==> src/hdl/athm_pkg.sv <==
`default_nettype none

package athm_pkg;

    localparam int REQ_W   = 2;
    localparam int ADDR_W  = 64;
    localparam int SIZE_W  = 48;
    localparam int COUNT_W = 11;

    // Request codes; every other code looks up.
    localparam logic [REQ_W-1:0] REQ_INSERT = 2'd0;
    localparam logic [REQ_W-1:0] REQ_REMOVE = 2'd1;

    typedef enum logic [1:0] {
        ST_OK     = 2'd0,
        ST_ABSENT = 2'd1,
        ST_FULL   = 2'd2,
        ST_NULL   = 2'd3
    } status_t;

    // Integer mix constants.
    localparam logic [31:0] MIX_C1  = 32'hed5ad4bb;
    localparam logic [31:0] MIX_C2  = 32'hac4c1b51;
    localparam int          MIX_SH1 = 17;
    localparam int          MIX_SH2 = 11;
    localparam int          MIX_SH3 = 15;

    typedef struct packed {
        logic              valid;
        logic [ADDR_W-1:0] key;
        logic [SIZE_W-1:0] size;
    } slot_t;

    typedef struct packed {
        logic rd_en;
        logic wr_en;
    } tbl_ctl_t;

    typedef struct packed {
        status_t           status;
        logic [SIZE_W-1:0] size_out;
        logic              inc;
        logic              dec;
    } tbl_res_t;

endpackage

`default_nettype wire

==> src/hdl/athm_hash.sv <==
`default_nettype none

module athm_hash #(
    parameter int NUM_BUCKETS = 256,
    parameter int BW          = 8
) (
    input  wire logic                        clk,
    input  wire logic                        rst_n,
    input  wire logic                        start,
    input  wire logic [athm_pkg::ADDR_W-1:0] address,
    output logic                             done,
    output logic [BW-1:0]                    bucket
);
    import athm_pkg::*;

    localparam bit IS_POW2 = (NUM_BUCKETS & (NUM_BUCKETS - 1)) == 0;

    typedef enum logic [4:0] {
        H_IDLE   = 5'b00001,
        H_MUL_LO = 5'b00010,
        H_MUL_HI = 5'b00100,
        H_MIX    = 5'b01000,
        H_RED    = 5'b10000
    } hash_state_t;

    hash_state_t       state_reg, state_next;
    logic              round_reg, round_next;
    logic              done_reg, done_next;
    logic [ADDR_W-1:0] x_reg, x_next;
    logic [63:0]       plo_reg, plo_next;
    logic [31:0]       phi_reg, phi_next;
    logic [BW-1:0]     bucket_reg, bucket_next;

    logic [31:0]       mul_a;
    logic [31:0]       mul_c;
    logic [63:0]       mul_p;
    logic [63:0]       mix_sum;
    logic              red_last;
    logic [BW-1:0]     red_rem;

    // One 32x32 multiplier shared by both rounds, low and high half of x in turn.
    assign mul_a   = (state_reg == H_MUL_HI) ? x_reg[63:32] : x_reg[31:0];
    assign mul_c   = round_reg ? MIX_C2 : MIX_C1;
    assign mul_p   = 64'(mul_a) * 64'(mul_c);
    assign mix_sum = plo_reg + {phi_reg, 32'b0};

    generate
        if (IS_POW2) begin : g_mask
            assign red_last = 1'b1;
            assign red_rem  = x_reg[BW-1:0];
        end else begin : g_div
            localparam logic [31:0] RECIP = 32'((64'd1 << 32) / 64'(NUM_BUCKETS));

            logic [BW-1:0] rem_reg, rem_next;
            logic [2:0]    cnt_reg;
            logic [31:0]   quo_reg;
            logic [31:0]   dividend;
            logic [63:0]   recip_prod;
            logic [31:0]   diff;

            // Sixteen bits per step, most significant first: multiply by the
            // reciprocal for a quotient at most one low and register it, then
            // subtract the product back, correct once and register the remainder.
            always_comb
            begin
                unique case (cnt_reg[2:1])
                    2'd0: dividend = {16'(rem_reg), x_reg[63:48]};
                    2'd1: dividend = {16'(rem_reg), x_reg[47:32]};
                    2'd2: dividend = {16'(rem_reg), x_reg[31:16]};
                    2'd3: dividend = {16'(rem_reg), x_reg[15:0]};
                endcase
                recip_prod = 64'(dividend) * 64'(RECIP);
                diff       = dividend - quo_reg * 32'(NUM_BUCKETS);
                if (diff >= 32'(NUM_BUCKETS))
                begin
                    rem_next = BW'(diff - 32'(NUM_BUCKETS));
                end
                else
                begin
                    rem_next = BW'(diff);
                end
            end

            always_ff @(posedge clk or negedge rst_n)
            begin
                if (!rst_n)
                begin
                    rem_reg <= '0;
                    cnt_reg <= '0;
                    quo_reg <= '0;
                end
                else if (state_reg == H_RED)
                begin
                    cnt_reg <= cnt_reg + 3'd1;
                    if (!cnt_reg[0])
                    begin
                        quo_reg <= recip_prod[63:32];
                    end
                    else
                    begin
                        rem_reg <= rem_next;
                    end
                end
                else
                begin
                    rem_reg <= '0;
                    cnt_reg <= '0;
                end
            end

            assign red_last = (cnt_reg == 3'd7);
            assign red_rem  = rem_next;
        end
    endgenerate

    always_comb
    begin
        state_next  = state_reg;
        round_next  = round_reg;
        done_next   = 1'b0;
        x_next      = x_reg;
        plo_next    = plo_reg;
        phi_next    = phi_reg;
        bucket_next = bucket_reg;
        unique case (state_reg)
            H_IDLE:
            begin
                if (start)
                begin
                    x_next     = address ^ (address >> MIX_SH1);
                    round_next = 1'b0;
                    state_next = H_MUL_LO;
                end
            end
            H_MUL_LO:
            begin
                plo_next   = mul_p;
                state_next = H_MUL_HI;
            end
            H_MUL_HI:
            begin
                phi_next   = mul_p[31:0];
                state_next = H_MIX;
            end
            H_MIX:
            begin
                if (!round_reg)
                begin
                    x_next     = mix_sum ^ (mix_sum >> MIX_SH2);
                    round_next = 1'b1;
                    state_next = H_MUL_LO;
                end
                else
                begin
                    x_next     = mix_sum ^ (mix_sum >> MIX_SH3);
                    state_next = H_RED;
                end
            end
            H_RED:
            begin
                if (red_last)
                begin
                    bucket_next = red_rem;
                    done_next   = 1'b1;
                    state_next  = H_IDLE;
                end
            end
            default:
            begin
                state_next = H_IDLE;
            end
        endcase
    end

    always_ff @(posedge clk or negedge rst_n)
    begin
        if (!rst_n)
        begin
            state_reg <= H_IDLE;
            round_reg <= 1'b0;
            done_reg  <= 1'b0;
        end
        else
        begin
            state_reg <= state_next;
            round_reg <= round_next;
            done_reg  <= done_next;
        end
    end

    always_ff @(posedge clk)
    begin
        x_reg      <= x_next;
        plo_reg    <= plo_next;
        phi_reg    <= phi_next;
        bucket_reg <= bucket_next;
    end

    assign done   = done_reg;
    assign bucket = bucket_reg;

endmodule

`default_nettype wire

==> config.mk <==
export PLATFORM = sky130hd
export DESIGN_NAME = athm_hash
export DESIGN_NICKNAME = d
export VERILOG_FILES = /design/src/hdl/athm_pkg.sv /design/src/hdl/athm_hash.sv
export SDC_FILE = /design/constraint.sdc
export NUM_CORES = 2
export LEC_CHECK = 0
export ABC_AREA = 1
export BUFFER_PORTS_ARGS = -buffer_cell sky130_fd_sc_hd__buf_2
export CAP_MARGIN = 10
export CORE_MARGIN = 4
export CORE_UTILIZATION = 55
export DETAILED_ROUTE_END_ITERATION = 6
export PLACE_DENSITY = 0.67
export RECOVER_POWER = 25
export SLEW_MARGIN = 10
export SYNTH_ARGS = -nofsm -noshare
export SYNTH_HDL_FRONTEND = slang
export SYNTH_SLANG_ARGS = --single-unit
==> constraint.sdc <==
create_clock -name clk -period 17 [get_ports clk]
set_input_delay 1.7 -clock clk [delete_from_list [all_inputs] [get_ports clk]]
set_output_delay 1.7 -clock clk [all_outputs]
set_load 0.02 [all_outputs]
==> results by stage <==
Layout:
- The antenna diode instance count is 0.
- The synthesis-to-finish area growth is 5.19%.
- The net count reported at finish is 5445.
- The share of final-layout standard cells stronger than drive strength 1 is 0.0666.
- The filler cell count in the final layout is 6094.

Floorplan:
- The die covers 0.0710 mm².
- The starting density of the core is 0.557.
- The standard cell core area is 0.0660 mm².
- The floorplan step set the die height to 266 µm.
- The floorplan step set the die width to 266 µm.
- 76 I/O pins were placed.
- In this run the core area contains 94 standard-cell rows.

Global routing:
- After global routing the overflow that remains totals 0.
- The number of antenna violations at the first check in global routing was 5.
- Entering global routing, the biggest net connects 68 pins.
- The overall routing resource usage is 0.346.
- The global-route wire length before repair is 179 mm.
- The number of global-route vias before repair is 28200.

Routing:
- The final antenna-violating net count is 0.
- Detailed routing inserted a total of 28300 vias.
- Dividing the detail-routed via count by the number of cells gives 5.49.
- In this run, the number of DRC markers left after iteration 0 of detailed routing was 2965.
- The number of iterations in the first detailed-routing pass is 6.
- In the final routed layout, each cell accounts on average for 23.5 µm.
- The final wirelength is 121 mm.
- The final routed DRC violation total is 0.

STA:
- The final-report max-slew violation count is 133.
- Setup repair after global routing left no endpoint under its margin.
- The setup TNS after final layout is 0 ns.
- The number of hold violations in the final report is 0.
- Headroom to the max-slew limit came out at -1.79.
- For the finished layout, the period the worst path requires is 10.01 ns.
- Of the available clock period, the critical path in the final layout requires 0.589.
- The clock skew after layout is 0.0176 ns.
- The highest clock frequency the design can meet is 99.9 MHz.
- For the pin with the worst max-slew slack, the measured transition is 4.19 ns.
- The number of endpoints failing setup at the final stage is 0.

Logic synthesis:
- The most used flip-flop cell after synthesis is edfxtp_1.
- The cell count after synthesis is 4250.
- For this run, asynchronously set or reset flops after synthesis account for 0.0400.
- The flip-flop and latch count after synthesis is 175.
- For this run, the number of Yosys warnings is 0.
- The cell area that synthesis handed to floorplanning was 0.0367 mm².
- The number of enable flip-flop cells after synthesis is 168.
- After synthesis, the netlist uses 56 different library cells.
- Of the synthesized area, sequential elements account for 0.142.
- The average instance in the mapped netlist occupies 8.64 µm².

Worst setup path:
- The delay of the slowest critical-path stage is 0.69 ns.
- The endpoint identified for the worst register-to-register timing path is plo_reg[47].
- The endpoint required time on the critical path is 17.20 ns.
- The capturing element type of the critical path is a flip-flop.
- The data arrival time of the worst path is 10.22 ns.
- The setup slack of the worst register-to-register path is 6.99 ns.
- The type of the worst setup path is flip-flop to flip-flop.
- The cell type of the slowest stage on the worst timing path is buf_4.
- The launching element type of the critical path is a flip-flop.
- The most used cell along the critical path is fa_1.
- Following the worst setup path forward leads to its endpoint at plo_reg[47].
- In this run the worst setup path begins at state_reg[0].
- The critical-path maximum fanout is 57.
- The length in cells of the worst reg-to-reg path is 28.
- In this run the critical register-to-register path is launched from state_reg[0].

Run status:
- The checks that failed: capacitance limit, slew limit.
- The flow ran to the end, but the final reports show violations.

Place:
- The number of buffers added on ports is 75.
- Routability-driven placement finished with a final weighted congestion of 1.04.
- The sum of net half-perimeters after detailed placement is 106 mm.

Clock tree:
- The number of buffers created by CTS is 17.
- The TritonCTS clock tree is done.
- The number of resized instances in the post-cts repair step is 0.
- Hold repair after CTS inserted 0 buffers.
- The clock latency of the later-clocked register in the worst-skew pair is 0.46 ns.
- The buffer depth of the longest clock path is 2.
- The clock net in this run drives a total of 175 sinks.
- Clock-pin slew was measured on the worst setup and hold paths at 0.08 ns.
- The clock tree synthesis step divided the H-tree into 4 levels.
- The tree is rooted in a clkbuf_16.
- In this run the post-CTS setup repair buffer count came out at 0.

Flow run:
- Across the run, the number of max-cap violations was 2.

Hold path:
- The worst hold-check path type is flip-flop to flip-flop.
- The worst hold path begins at x_reg[7].
[per-stage QoR]
stage                     worst slack (ns)  cells  hold WS (ns)   util  area, µm²
after floorplan                       9.38   4252         0.427      -      36700
after global placement                7.04   5127         0.431  0.576      38000
after detailed placement              7.11   5127         0.435  0.576      38000
after CTS                             7.08   5159         0.452  0.586      38700
after global routing                  6.60   5159         0.462  0.586      38600
final                                 6.99   5159         0.453  0.586      38600
[per-layer routing]
metal	part of all wire	routed length, µm	track usage
met3	0.096	11700	0.0694
met5	0.00038	46	0
met2	0.44	53600	0.532
met1	0.42	51400	0.502
met4	0.036	4390	0.104
[logic make-up (layout without fill, tap and decap cells)]
kind of cell    after synthesis  after routing  share of synthesized area
buf+inv                    1275           1318                      0.133
simple gates               1221           1221                      0.142
fa+ha+maj                  1096           1096                      0.495
compound gates              346            346                     0.0552
flops                       175            175                      0.142
xor+xnor                    135            135                     0.0328
other cells                   2              4                   0.000204
[worst max-delay path, delay by kind of cell, from the launching register on]
kind                       cells  cell delay, ns
buffers and inverters          5            1.53
DFF                            1            0.58
AOI/OAI and AO/OA              2            0.89
and+or+nand+nor               12            2.50
adders and majority gates      9            4.21
[how the worst min path moves through the flow]
stage | end | slack, ns | cells after the start
global placement | bucket[7] | 0.43 | 0
detailed placement | bucket[7] | 0.44 | 0
global route | bucket[5] | 0.46 | 0
CTS | bucket[7] | 0.45 | 0
floorplan | bucket[0] | 0.43 | 0
finish | bucket[7] | 0.45 | 0
[layout by cell type, fill, tap and decap left out, drive strengths merged, types with 24 or more instances in the layout]
master,netlist,final
a21oi,114,114
buf,26,101
clkbuf,68,27
edfxtp,168,168
fa,596,596
ha,500,500
inv,1180,1185
nand2,709,709
nand3,174,174
nor2,269,269
o21ai,171,171
o21bai,24,24
xnor2,45,45
xor2,90,90
[synth_stat cells (all sizes together) (6+ instances only)]
cell type,n,area [µm²]
o21bai,24,180
a21oi,114,571
buf,26,185
a21o,9,67.6
ha,500,6260
a31oi,8,50.1
nor2,269,1200
nand4,17,121
clkbuf,68,256
or2,23,144
xor2,90,811
nand3,174,871
xnor2,45,394
o22ai,6,37.5
inv,1180,4440
edfxtp,168,5040
fa,596,11900
a21boi,7,52.6
nor3,14,70.1
dfrtp,6,150
o21ai,171,1020
nand2,709,2690
[area by class of cell]
cell class / count / area, µm² / share of cell area
Multi-Input combinational cell: 2802 / 26700 / 0.690
Sequential cell: 175 / 5230 / 0.135
Inverter: 1181 / 4440 / 0.115
Tap cell: 864 / 1080 / 0.0280
Timing Repair Buffer: 105 / 588 / 0.0152
Clock buffer: 23 / 543 / 0.0141
Clock inverter: 9 / 104 / 0.00269
Power is not shown: default switching activity piles up to over one toggle a cycle in this logic, so the estimate is an artifact.
